<file path="src/rtl/core/rhd_pkg.sv">
// Package for the response deframer: phase encoding, per-response context,
// result record, register indexes and framing constants.
// No dependencies.
package rhd_pkg;

    typedef enum logic [3:0] {
        PH_IDLE    = 4'b0001,
        PH_MARKER  = 4'b0010,
        PH_HEADER  = 4'b0100,
        PH_PAYLOAD = 4'b1000
    } phase_t;

    typedef struct packed {
        phase_t       phase;
        logic [3:0]   header_count;
        logic [63:0]  header_shift;
        logic         magic_ok;
        logic [31:0]  remaining_count;
        logic [31:0]  total_count;
        logic         last_fragment;
    } ctx_t;

    typedef struct packed {
        logic         valid;
        logic [7:0]   out_byte;
        logic         byte_valid;
        logic         last;
        logic         status;
    } res_t;

    localparam ctx_t CTX_RESET = '{
        phase:           PH_IDLE,
        header_count:    4'd0,
        header_shift:    64'd0,
        magic_ok:        1'b0,
        remaining_count: 32'd0,
        total_count:     32'd0,
        last_fragment:   1'b0
    };

    // Configuration register indexes
    localparam logic CFG_FRAMING_MODE   = 1'b0;
    localparam logic CFG_MAX_FRAME_SIZE = 1'b1;

    localparam logic [31:0] MAX_FRAME_RESET = 32'd1048576;

    localparam logic MODE_RECORD = 1'b0;
    localparam logic MODE_HEADER = 1'b1;

    localparam logic [7:0] MAGIC0       = 8'h48;
    localparam logic [7:0] MAGIC1       = 8'h53;
    localparam logic [3:0] LEN_OFFSET   = 4'd8;
    localparam logic [3:0] HDR_LAST_POS = 4'd15;
    localparam logic [3:0] MARKER_BYTES = 4'd4;

    localparam logic STATUS_OK  = 1'b0;
    localparam logic STATUS_ERR = 1'b1;

endpackage

</file>
<file path="src/rtl/core/rhd_step.sv">
// Per-byte step of the response deframer: next context and result for one
// transfer, given the current context and configuration. Uses rhd_pkg.
module rhd_step (
    input  rhd_pkg::ctx_t  ctx,
    input  logic           op,
    input  logic [7:0]     data_byte,
    input  logic           framing_mode,
    input  logic [31:0]    max_frame_size,
    output rhd_pkg::ctx_t  ctx_next,
    output rhd_pkg::res_t  res
);
    import rhd_pkg::*;

    logic [63:0] shifted;
    logic [3:0]  cnt_inc;
    logic [30:0] frag_len;
    logic [32:0] frag_sum;
    logic        frag_too_big;
    logic        magic_now;
    logic        hdr_bad;
    logic [31:0] rem_dec;
    logic [31:0] tot_inc;

    assign shifted  = {ctx.header_shift[55:0], data_byte};
    assign cnt_inc  = ctx.header_count + 4'd1;
    assign frag_len = shifted[30:0];
    // Total plus fragment length against the limit, with no wraparound
    assign frag_sum     = {1'b0, ctx.total_count} + {2'b00, frag_len};
    assign frag_too_big = frag_sum > {1'b0, max_frame_size};

    always_comb
    begin
        if (ctx.header_count == 4'd0)
            magic_now = (data_byte == MAGIC0);
        else if (ctx.header_count == 4'd1)
            magic_now = ctx.magic_ok && (data_byte == MAGIC1);
        else
            magic_now = ctx.magic_ok;
    end

    // On the final header byte the length field already holds that byte
    assign hdr_bad = !magic_now || (shifted[63:32] != 32'd0)
                     || (shifted[31:0] > max_frame_size);

    assign rem_dec = ctx.remaining_count - 32'd1;
    assign tot_inc = ctx.total_count + 32'd1;

    always_comb
    begin
        ctx_next = ctx;
        res      = '0;
        if (op)
        begin
            ctx_next       = CTX_RESET;
            ctx_next.phase = (framing_mode == MODE_HEADER) ? PH_HEADER : PH_MARKER;
        end
        else
        begin
            case (ctx.phase)
                PH_MARKER:
                begin
                    ctx_next.header_shift = shifted;
                    ctx_next.header_count = cnt_inc;
                    if (!(cnt_inc < MARKER_BYTES))
                    begin
                        ctx_next.header_count = 4'd0;
                        if (frag_too_big)
                        begin
                            ctx_next.phase = PH_IDLE;
                            res.valid      = 1'b1;
                            res.last       = 1'b1;
                            res.status     = STATUS_ERR;
                        end
                        else
                        begin
                            ctx_next.last_fragment = shifted[31];
                            if (frag_len == 31'd0)
                            begin
                                // empty fragment: end only if flagged last
                                if (shifted[31])
                                begin
                                    ctx_next.phase = PH_IDLE;
                                    res.valid      = 1'b1;
                                    res.last       = 1'b1;
                                    res.status     = STATUS_OK;
                                end
                            end
                            else
                            begin
                                ctx_next.remaining_count = {1'b0, frag_len};
                                ctx_next.phase           = PH_PAYLOAD;
                            end
                        end
                    end
                end
                PH_HEADER:
                begin
                    ctx_next.magic_ok = magic_now;
                    if (!(ctx.header_count < LEN_OFFSET))
                        ctx_next.header_shift = shifted;
                    if (ctx.header_count < HDR_LAST_POS)
                    begin
                        ctx_next.header_count = cnt_inc;
                        res.valid      = 1'b1;
                        res.out_byte   = data_byte;
                        res.byte_valid = 1'b1;
                    end
                    else
                    begin
                        ctx_next.header_count = 4'd0;
                        res.valid = 1'b1;
                        if (hdr_bad)
                        begin
                            ctx_next.phase = PH_IDLE;
                            res.last       = 1'b1;
                            res.status     = STATUS_ERR;
                        end
                        else
                        begin
                            ctx_next.remaining_count = shifted[31:0];
                            ctx_next.last_fragment   = 1'b1;
                            res.out_byte   = data_byte;
                            res.byte_valid = 1'b1;
                            if (shifted[31:0] == 32'd0)
                            begin
                                ctx_next.phase = PH_IDLE;
                                res.last       = 1'b1;
                            end
                            else
                            begin
                                ctx_next.phase = PH_PAYLOAD;
                            end
                        end
                    end
                end
                PH_PAYLOAD:
                begin
                    ctx_next.remaining_count = rem_dec;
                    ctx_next.total_count     = tot_inc;
                    res.valid      = 1'b1;
                    res.out_byte   = data_byte;
                    res.byte_valid = 1'b1;
                    if (rem_dec == 32'd0)
                    begin
                        if (ctx.last_fragment)
                        begin
                            ctx_next.phase = PH_IDLE;
                            res.last       = 1'b1;
                        end
                        else
                        begin
                            ctx_next.phase        = PH_MARKER;
                            ctx_next.header_count = 4'd0;
                        end
                    end
                end
                default:
                begin
                    // idle: drop the byte
                end
            endcase
        end
    end

endmodule

</file>
<file path="src/rtl/core/rpc_hislip_response_deframer.sv">
// Top level of the response deframer: config registers, input register,
// context register and output register around rhd_step. Uses rhd_pkg.
//
// An input transfer is held in the input register, then one step moves its result
// into the output register, from which the earliest output transfer is made.
// Throughput: one byte per cycle. While a result waits, transfers that make no
// result still advance; one that makes a result holds in the input register
// and stalls the input until the waiting result is taken.
// Reset clears handshake state, the context and the config registers
// (framing_mode 0, max_frame_size 1048576).
module rpc_hislip_response_deframer (
    input  logic        clk,
    input  logic        rst_n,
    input  logic        in_valid,
    output logic        in_ready,
    input  logic        op,
    input  logic [7:0]  data_byte,
    output logic        out_valid,
    input  logic        out_ready,
    output logic [7:0]  out_byte,
    output logic        byte_valid,
    output logic        last,
    output logic        status,
    input  logic        cfg_we,
    input  logic        cfg_index,
    input  logic [31:0] cfg_wdata
);
    import rhd_pkg::*;

    logic        framing_mode_reg;
    logic [31:0] max_frame_size_reg;

    logic        s1_valid_reg;
    logic        s1_op_reg;
    logic [7:0]  s1_byte_reg;

    ctx_t        ctx_reg;
    ctx_t        ctx_next;
    res_t        res;

    logic        out_valid_reg;
    logic        out_valid_next;
    logic [7:0]  out_byte_reg;
    logic        byte_valid_reg;
    logic        last_reg;
    logic        status_reg;

    logic        out_free;
    logic        s1_fire;
    logic        in_fire;

    always_ff @(posedge clk or negedge rst_n)
    begin
        if (!rst_n)
        begin
            framing_mode_reg   <= MODE_RECORD;
            max_frame_size_reg <= MAX_FRAME_RESET;
        end
        else if (cfg_we)
        begin
            case (cfg_index)
                CFG_FRAMING_MODE:   framing_mode_reg   <= cfg_wdata[0];
                CFG_MAX_FRAME_SIZE: max_frame_size_reg <= cfg_wdata;
                default:            framing_mode_reg   <= framing_mode_reg;
            endcase
        end
    end

    rhd_step u_step (
        .ctx            (ctx_reg),
        .op             (s1_op_reg),
        .data_byte      (s1_byte_reg),
        .framing_mode   (framing_mode_reg),
        .max_frame_size (max_frame_size_reg),
        .ctx_next       (ctx_next),
        .res            (res)
    );

    assign out_free = !out_valid_reg || out_ready;
    // Advance the held transfer unless its result has nowhere to go
    assign s1_fire  = s1_valid_reg && (!res.valid || out_free);
    assign in_ready = !s1_valid_reg || s1_fire;
    assign in_fire  = in_valid && in_ready;

    always_ff @(posedge clk or negedge rst_n)
    begin
        if (!rst_n)
            s1_valid_reg <= 1'b0;
        else if (in_ready)
            s1_valid_reg <= in_valid;
    end

    always_ff @(posedge clk)
    begin
        if (in_fire)
        begin
            s1_op_reg   <= op;
            s1_byte_reg <= data_byte;
        end
    end

    always_ff @(posedge clk or negedge rst_n)
    begin
        if (!rst_n)
            ctx_reg <= CTX_RESET;
        else if (s1_fire)
            ctx_reg <= ctx_next;
    end

    always_comb
    begin
        if (s1_fire && res.valid)
            out_valid_next = 1'b1;
        else if (out_ready)
            out_valid_next = 1'b0;
        else
            out_valid_next = out_valid_reg;
    end

    always_ff @(posedge clk or negedge rst_n)
    begin
        if (!rst_n)
            out_valid_reg <= 1'b0;
        else
            out_valid_reg <= out_valid_next;
    end

    always_ff @(posedge clk)
    begin
        if (s1_fire && res.valid)
        begin
            out_byte_reg   <= res.out_byte;
            byte_valid_reg <= res.byte_valid;
            last_reg       <= res.last;
            status_reg     <= res.status;
        end
    end

    assign out_valid  = out_valid_reg;
    assign out_byte   = out_byte_reg;
    assign byte_valid = byte_valid_reg;
    assign last       = last_reg;
    assign status     = status_reg;

    // An error always closes the response
    a_err_is_last: assert property (@(posedge clk) disable iff (!rst_n)
        out_valid_reg && status_reg |-> last_reg)
        else $error("error result without last");

    // A result that carries no byte only ever ends a response
    a_empty_is_last: assert property (@(posedge clk) disable iff (!rst_n)
        out_valid_reg && !byte_valid_reg |-> last_reg)
        else $error("byte-less result not marked last");

    // Ending a response leaves the context idle
    a_last_to_idle: assert property (@(posedge clk) disable iff (!rst_n)
        s1_fire && res.valid && res.last |=> ctx_reg.phase == PH_IDLE)
        else $error("context not idle after last result");

    // Marker byte count never reaches a full marker between transfers
    a_marker_count: assert property (@(posedge clk) disable iff (!rst_n)
        ctx_reg.phase == PH_MARKER |-> ctx_reg.header_count < MARKER_BYTES)
        else $error("marker byte count out of range");

endmodule
</file>
<file path="config.mk">
export PLATFORM = sky130hd
export DESIGN_NAME = rpc_hislip_response_deframer
export DESIGN_NICKNAME = d
export VERILOG_FILES = /design/src/rtl/core/rhd_pkg.sv /design/src/rtl/core/rhd_step.sv /design/src/rtl/core/rpc_hislip_response_deframer.sv
export SDC_FILE = /design/constraint.sdc
export NUM_CORES = 1
export LEC_CHECK = 0
export BUFFER_PORTS_ARGS = -buffer_cell sky130_fd_sc_hd__buf_2
export CORE_MARGIN = 3
export CORE_UTILIZATION = 34
export CTS_CLUSTER_SIZE = 28
export DETAILED_ROUTE_END_ITERATION = 6
export PLACE_DENSITY_LB_ADDON = 0.08
export SYNTH_ARGS = -nofsm -noshare
export SYNTH_HDL_FRONTEND = slang
export SYNTH_HIERARCHICAL = 1
export SYNTH_SLANG_ARGS = --single-unit
</file>
<file path="constraint.sdc">
create_clock -name clk -period 8.7 [get_ports clk]
set_clock_uncertainty 0.2 [all_clocks]
set_input_delay 0.435 -clock clk [delete_from_list [all_inputs] [get_ports clk]]
set_output_delay 0.435 -clock clk [all_outputs]
set_load 0.01 [all_outputs]
</file>
* Word-level counts from Yosys, hierarchy flattened
Cells that the tools add are included.
** Word-level totals
- Register bits after elaboration :: 185
- Input port bits :: 47
- Output and inout port bits :: 13
- Word-level logic and storage cells :: 128
** Operators by class
- $add $sub $neg :: 4
- Order comparisons :: 5
- Eq/ne operators :: 15
- Mux-type cells :: 54
- Bitwise gates (word level) :: 1
- Reduce and logical (&&, ||, !) cells :: 32
** Operators with widths (number)
- two-way mux 32 bit :: 6
- two-way mux 138 bit :: 1
- one-hot mux 64 bit (2 select lines) :: 1
- one-hot mux 32 bit (3 select lines) :: 1
- logical NOT 32 bit :: 2
- two-way mux 64 bit :: 1
- adder 32 x 31 -> 33 bit :: 1
- > comparator 33 x 32 -> 1 bit :: 1
- adder 32 x 1 -> 32 bit (second input constant) :: 1
- > comparator 32 bit :: 1
- two-way mux 4 bit :: 8
- nonzero test 32 bit :: 1
- subtractor 32 x 1 -> 32 bit (second input constant) :: 1
- logical NOT 31 bit :: 1
- one-hot mux 8 bit (3 select lines) :: 1
- != test 3 bit (second input constant) :: 7
- two-way mux 1 bit :: 18
- two-way mux 9 bit :: 2
- one-hot mux 9 bit (2 select lines) :: 1
- == test 8 x 7 -> 1 bit (second input constant) :: 2
- two-way mux 8 bit :: 2
- two-way mux 12 bit :: 1
- two-way mux 2 bit :: 6
- AND reduction 6 bit :: 2
- 24 further kinds :: 42

* Logic depth before layout (Yosys ltp)
Gate-level depths: netlist of run 1.
- Depth after elaboration :: 16
- Mapped depth :: 27
- Gate-level depth less buffers :: 24

* Modules after synthesis
The synthesis of run 1 kept the hierarchy.
** By module, submodules not included
- rpc_hislip_response_deframer :: times used 1, cells an instance 885, area each 10131.0 µm², seq. area each 4932.2 µm²
- rhd_step :: times used 1, cells an instance 1172, area each 7113.1 µm², seq. area each 0.0 µm²

* Worst setup path after synthesis of run 1
OpenSTA, ideal clock, no wires.
- Path type :: register to register
- Start :: reg s1_byte_reg[7]
- End :: reg byte_valid_reg, in the netlist byte_valid (enable)
- Setup time :: 0.378 ns
- Arrival :: 5.497 ns
- Required time :: 8.122 ns
- Setup slack :: 2.625 ns
- Cell stages (with the launch flop) :: 23
- Path buffers :: 3
- Clock period less this slack :: 6.075 ns
- Path through :: edfxtp_1 ha_1 a211oi_1 nor2_1 o311ai_1 o21ai_1 a2111oi_0 nor2_1 a311oi_1 o21ai_0 xor2_1 ha_1 nand4_1 nor4_1 a311oi_1 o311ai_2 clkbuf_1 o21ai_0 a31oi_1 buf_4 clkbuf_1 nand2_1 nor2_1
** RTL lines
- start: declaration :: RTL line rpc_hislip_response_deframer.sv:35 : logic [7:0] s1_byte_reg;
- start signal: assignment :: RTL line rpc_hislip_response_deframer.sv:98 : s1_byte_reg <= data_byte;
- end signal: assignment :: RTL line rpc_hislip_response_deframer.sv:133 : byte_valid_reg <= res.byte_valid;
- end: declaration :: RTL line rpc_hislip_response_deframer.sv:44 : logic byte_valid_reg;

==> out/qor.csv, run 1 <==
metric,value,unit
reg2reg setup slack,0.92,ns
Top Metal Used,met4,
Clock Latency Late Sink,0.50,ns
worst flop-to-flop path endpoint,ctx_reg[32],
Post-Syn Instances,1993,
Crit path required time,8.85,ns
endpoints failing setup,0,
Register Area,4740,um2
DR DRC count,0,
# nets final,2132,
status,finished clean,
Post-Route Hold Slack,0.223,ns
Core Region,48100,um2
largest net degree at the start of global routing,135,
total number of vias,15200,
fill count,4952,
Inserted Clock Buffers,17,
Clock H-tree levels,4,
CTS clock-pin slew for the worst setup and hold paths,0.08,ns
cts repair resizes,0,
worst-path fanout max,50,
Stages on worst setup path,21,
Worst setup SP type,flop,
Tmin final,7.78,ns
crit path capture type,flop,
Worst path top cell family by delay,compound AO/OA/AOI/OAI gates,
Syn Nets,2142,
M1 WL,26900,um
"Worst Setup Slack, final",0.923,ns
GPL Wtd Cong,0.831,
Die ar.,51800,um2
first-pass GRT wire length,88500,um
Die Span Y,228,um
port buffer count,59,
final setup TNS,0,ns
Routed wire per std cell,21.0,um
Max-slew headroom,21.5,%
crit-path cells,ha_1 > a211oi_1 > nor2_1 > o311ai_1 > o21ai_1 > a2111oi_0 > nor2_1 > a311oi_1 > o21ai_0 > xor2_1 > ha_1 > nand4_1 > nor4_1 > a311oi_1 > o311ai_2 > buf_4 > o21ai_0 > a31oi_4 > and3b_4 > buf_4 > o211ai_1,
Mapped Area,16700,um2
Hold Path Origin,cfg_we,
antenna cells,0,
starting density of the core,34.7,%
Detail Route Antenna Nets,0,
Slew @ Worst Pin,1.18,ns
final wirelength,55700,um
initial DRC count,1121,
Global Route Usage Sum,21.9,%
static leakage,7.60,nW
clock root buffer,clkbuf_16,
Pins Over Slew Limit,0,
hold endpoint,framing_mode_reg,
Final HPWL DP,35600,um
clock sink count,185,
layout cells sized above 1,14.9,%
vias in the first global route,14900,
met3 WL,1860,um
maxcap violations,0,
Site Rows,80,
synth-to-layout area growth,9.79,%
wire length on met2,25700,um
kind of critical path,reg -> reg,
Final Hold Vio Count,0,
CTS tree,built,
f_max,0.129,GHz
WHS Path Cells,3,
max reg flops,130,
r2r startpoint,s1_byte_reg[7],
crit path buf inv count,2,
pwr dens,146,nW/um2
Worst Reg-to-Reg Cells,21,
vias per inst,5.74,
Slowest cell on crit path,a2111oi_0,
area of the multi-input gates,11000,um2
initial antenna violation count,0,
GRT overflow,0,
Syn Area/Cell,8.38,um2
"slowest stage delay, CP",0.78,ns
I/O pin cnt,60,
Post-CTS Setup Inserts,0,
"Warnings, synthesis",6,
Die Wd,228,um
Clock Tree Buf Depth,2,
pre-CTS WS,1.07,ns
Final period util,89.4,%
router iterations before antenna repair,7,
Arrival @ worst endpoint,7.92,ns
HP Class,in -> reg,
RSZ-0062 raised after global routing,false,
Peak VDD IR,0.000160,V
-- where the power goes --
group          switching, mW  total (mW)  internal (mW)
clock                  0.425       0.830          0.405
sequential            0.0984        1.02          0.922
combinational          0.564       0.834          0.270
-- placed cells by master, fill, tap and decap left out, types with 36 or more instances in the layout --
cell type      instances
nand2_1              327
dlygate4sd3_1         43
o21ai_0               58
nand2b_1             140
nand3_1               36
xor2_1                36
a21oi_1              155
dfrtp_1              161
nand4b_1             130
buf_2                 57
inv_1                 63
ha_1                 101
o211ai_2             113
nor2_1                96
-- worst min-delay path, cell delays in order --
cell and delay, ns:
buf_2 0.10, nand2b_1 0.16, mux2_2 0.19
-- cell type report --
| class | instances | area share (%) |
|---|---|---|
| clock buffers | 17 | 2.32 |
| clock inverters | 15 | 0.880 |
| inverters | 63 | 1.29 |
| multi-input cells | 1591 | 60.1 |
| flip-flops and latches | 185 | 25.9 |
| well taps | 656 | 4.48 |
| repair buffers | 125 | 5.08 |
-- layer usage --
layer / vias to the layer above / global-route usage (%)
li1: 7263 / -
met1: 7633 / 30.4
met2: 268 / 35.4
met3: 56 / 3.19
met4: 0 / 6.60
met5: - / 0
-- how the worst max path moves through the flow --
stage          slack (ns)           start          end
2_1_floorplan        2.65  s1_byte_reg[7]   byte_valid
3_3_place_gp         1.25  s1_byte_reg[7]  ctx_reg[32]
3_5_place_dp         1.07  s1_byte_reg[2]   ctx_reg[4]
4_1_cts              1.05  s1_byte_reg[2]   ctx_reg[4]
5_1_grt              0.38  s1_byte_reg[7]  out_byte[7]
6_report             0.92  s1_byte_reg[7]  ctx_reg[32]
-- metrics by stage --
step                power, mW  std cells  utilization [%]  area [um2]
finish                   2.68       2652             38.1       18300
global route             2.83       2652             38.1       18300
CTS                      2.71       2652             38.1       18300
detailed placement       1.85       2577             36.0       17300
global placement         1.84       2577             36.0       17300
floorplan                1.57       1993                -       16700
-- timing repair --
action / 4_1_cts / 5_1_grt
hold endpoints to repair: 101 / 0
endpoints found under the setup margin: 0 / 0
hold buffers: 43 / 0
(Power assumes the default switching activity.)
==> run 2, diff against run 1 <==
--- a/config.mk
+++ b/config.mk
@@ -6,6 +6,7 @@
 export NUM_CORES = 1
 export LEC_CHECK = 0
 export BUFFER_PORTS_ARGS = -buffer_cell sky130_fd_sc_hd__buf_2
+export CORE_ASPECT_RATIO = 0.5
 export CORE_MARGIN = 3
 export CORE_UTILIZATION = 34
 export CTS_CLUSTER_SIZE = 28
==> run 2 against run 1 <==
Net effect:
- sequential power barely moved
- die area up 0.31%
- flip-flop and latch count unchanged
- via count decreased by 0.91%
- routed wire length grew 1.5%
- sequential share of layout area decreased by 0.10 points
- clock-buffer cell count increased by 2
- final area rose by 0.40%
==> out/qor.csv, run 2 (synthesis results as in run 1) <==
metric,value,unit
f_max,0.132,GHz
Detail Route Antenna Nets,0,
# nets final,2143,
Clock H-tree levels,4,
vias per inst,5.70,
GPL Wtd Cong,0.831,
most frequent cells in the layout,"nand2_1, dfrtp_1, a21oi_1, nand2b_1, nand4b_1",
crit-path cells,ha_1 > a211oi_1 > nor2_1 > o311ai_1 > o21ai_1 > a2111oi_0 > nor2_1 > a311oi_1 > o21ai_0 > xor2_1 > ha_1 > nand4_1 > nor4_1 > a311oi_1 > o311ai_2 > o21ai_0 > a31oi_4 > and3b_4 > buf_4 > o211ai_1,
hold endpoint,max_frame_size_reg[31],
I/O pin cnt,60,
max reg flops,130,
Final HPWL DP,35800,um
Site Rows,56,
crit path capture type,flop,
Peak VDD IR,0.000111,V
Routed wire per std cell,21.4,um
static leakage,7.67,nW
Die Span Y,163,um
clock root buffer,clkbuf_16,
WHS Path Cells,2,
Post-CTS Setup Inserts,0,
Final Hold Vio Count,0,
layout cells sized above 1,15.3,%
Hold Path Origin,cfg_wdata[31],
Worst path top cell family by delay,compound AO/OA/AOI/OAI gates,
GRT overflow,0,
router iterations before antenna repair,5,
r2r startpoint,s1_byte_reg[7],
first-pass GRT wire length,89500,um
Pins Over Slew Limit,0,
HP Class,in -> reg,
endpoints failing setup,0,
crit path buf inv count,1,
initial DRC count,1377,
starting density of the core,35.0,%
port buffer count,59,
Clock Tree Buf Depth,2,
CTS clock-pin slew for the worst setup and hold paths,0.08,ns
cts repair resizes,0,
RSZ-0062 raised after global routing,false,
largest net degree at the start of global routing,126,
pwr dens,149,nW/um2
synth-to-layout area growth,10.2,%
"slowest stage delay, CP",0.73,ns
Stages on worst setup path,20,
Final period util,87.4,%
Arrival @ worst endpoint,7.74,ns
Slowest cell on crit path,a2111oi_0,
Worst setup SP type,flop,
Die Wd,319,um
"Core Util, Final",38.6,%
worst-path fanout max,31,
Worst Reg-to-Reg Cells,20,
clock sink count,185,
Inserted Clock Buffers,17,
Core Region,47600,um2
DR DRC count,0,
final wirelength,56600,um
Clock Latency Late Sink,0.47,ns
initial antenna violation count,0,
reg2reg setup slack,1.10,ns
maxcap violations,0,
Die ar.,52000,um2
vias in the first global route,14600,
Post-CTS Hold Buffers,41,
CTS tree,built,
Max-slew headroom,18.6,%
Crit path required time,8.83,ns
total number of vias,15100,
status,finished clean,
Tmin final,7.60,ns
"most common cell after layout, fill and taps aside",nand2_1,
Slew @ Worst Pin,1.22,ns
worst flop-to-flop path endpoint,ctx_reg[64],
final setup TNS,0,ns
Global Route Usage Sum,21.8,%
kind of critical path,reg -> reg,
antenna cells,0,
[run 2: cell count changes in the layout (fill, tap and decap cells not counted), sizes merged]
cell / delta
buf: +12
bufinv: +2
clkbuf: +3
clkinv: -2
clkinvlp: -1
dlygate4sd3: -2
inv: -1
[run 2: worst reg2reg max path, cell delays in order (launching register included)]
cell	delay [ns]
edfxtp_1	0.58
ha_1	0.44
a211oi_1	0.26
nor2_1	0.11
o311ai_1	0.32
o21ai_1	0.15
a2111oi_0	0.73
nor2_1	0.22
a311oi_1	0.47
o21ai_0	0.18
xor2_1	0.17
ha_1	0.30
nand4_1	0.15
nor4_1	0.54
a311oi_1	0.19
o311ai_2	0.34
o21ai_0	0.44
a31oi_4	0.53
and3b_4	0.44
buf_4	0.53
o211ai_1	0.19
[run 2: how the worst max path moves through the flow]
stage | from | endpoint | slack, ns
final | s1_byte_reg[7] | ctx_reg[64] | 1.10
after global routing | s1_byte_reg[7] | out_byte[6] | 0.64
after CTS | s1_byte_reg[7] | ctx_reg[64] | 1.25
after detailed placement | s1_byte_reg[7] | ctx_reg[64] | 1.28
after global placement | s1_byte_reg[7] | ctx_reg[64] | 1.41
after floorplan | s1_byte_reg[7] | byte_valid | 2.65
[run 2: report_power, final]
part           switching [mW]  total (mW)  internal, mW  leakage [nW]
combinational           0.578       0.857         0.278          4.98
clock                   0.409       0.867         0.458         0.292
sequential             0.0942        1.02         0.922          2.40
[run 2: per-layer routing]
metal | vias up | wire, um | track usage [%]
li1 | 7269 | - | -
met1 | 7431 | 28300 | 31.6
met2 | 322 | 25100 | 34.2
met3 | 59 | 2060 | 2.64
met4 | 0 | 1070 | 5.77
met5 | - | 0 | 0
[run 2: final cells by class]
cell class | instances | area (um2)
multi-input combinational | 1591 | 11000
clock inverter | 13 | 169
sequential | 185 | 4740
clock buffer | 19 | 433
timing repair buffer | 136 | 1010
fill | 4935 | 29200
tap | 638 | 798
inverter | 63 | 236
[run 2: through the flow]
| step | cells | hold WS [ns] | worst slack, ns | cell area, um2 | power (mW) |
|---|---|---|---|---|---|
| after floorplan | 1993 | -0.0606 | 2.65 | 16700 | 1.57 |
| after global placement | 2572 | 0.221 | 1.41 | 17400 | 1.87 |
| after detailed placement | 2572 | 0.223 | 1.28 | 17400 | 1.87 |
| after CTS | 2645 | 0.00704 | 1.25 | 18400 | 2.76 |
| after global routing | 2645 | 0.0214 | 0.638 | 18400 | 2.88 |
| final | 2645 | 0.0230 | 1.10 | 18400 | 2.74 |
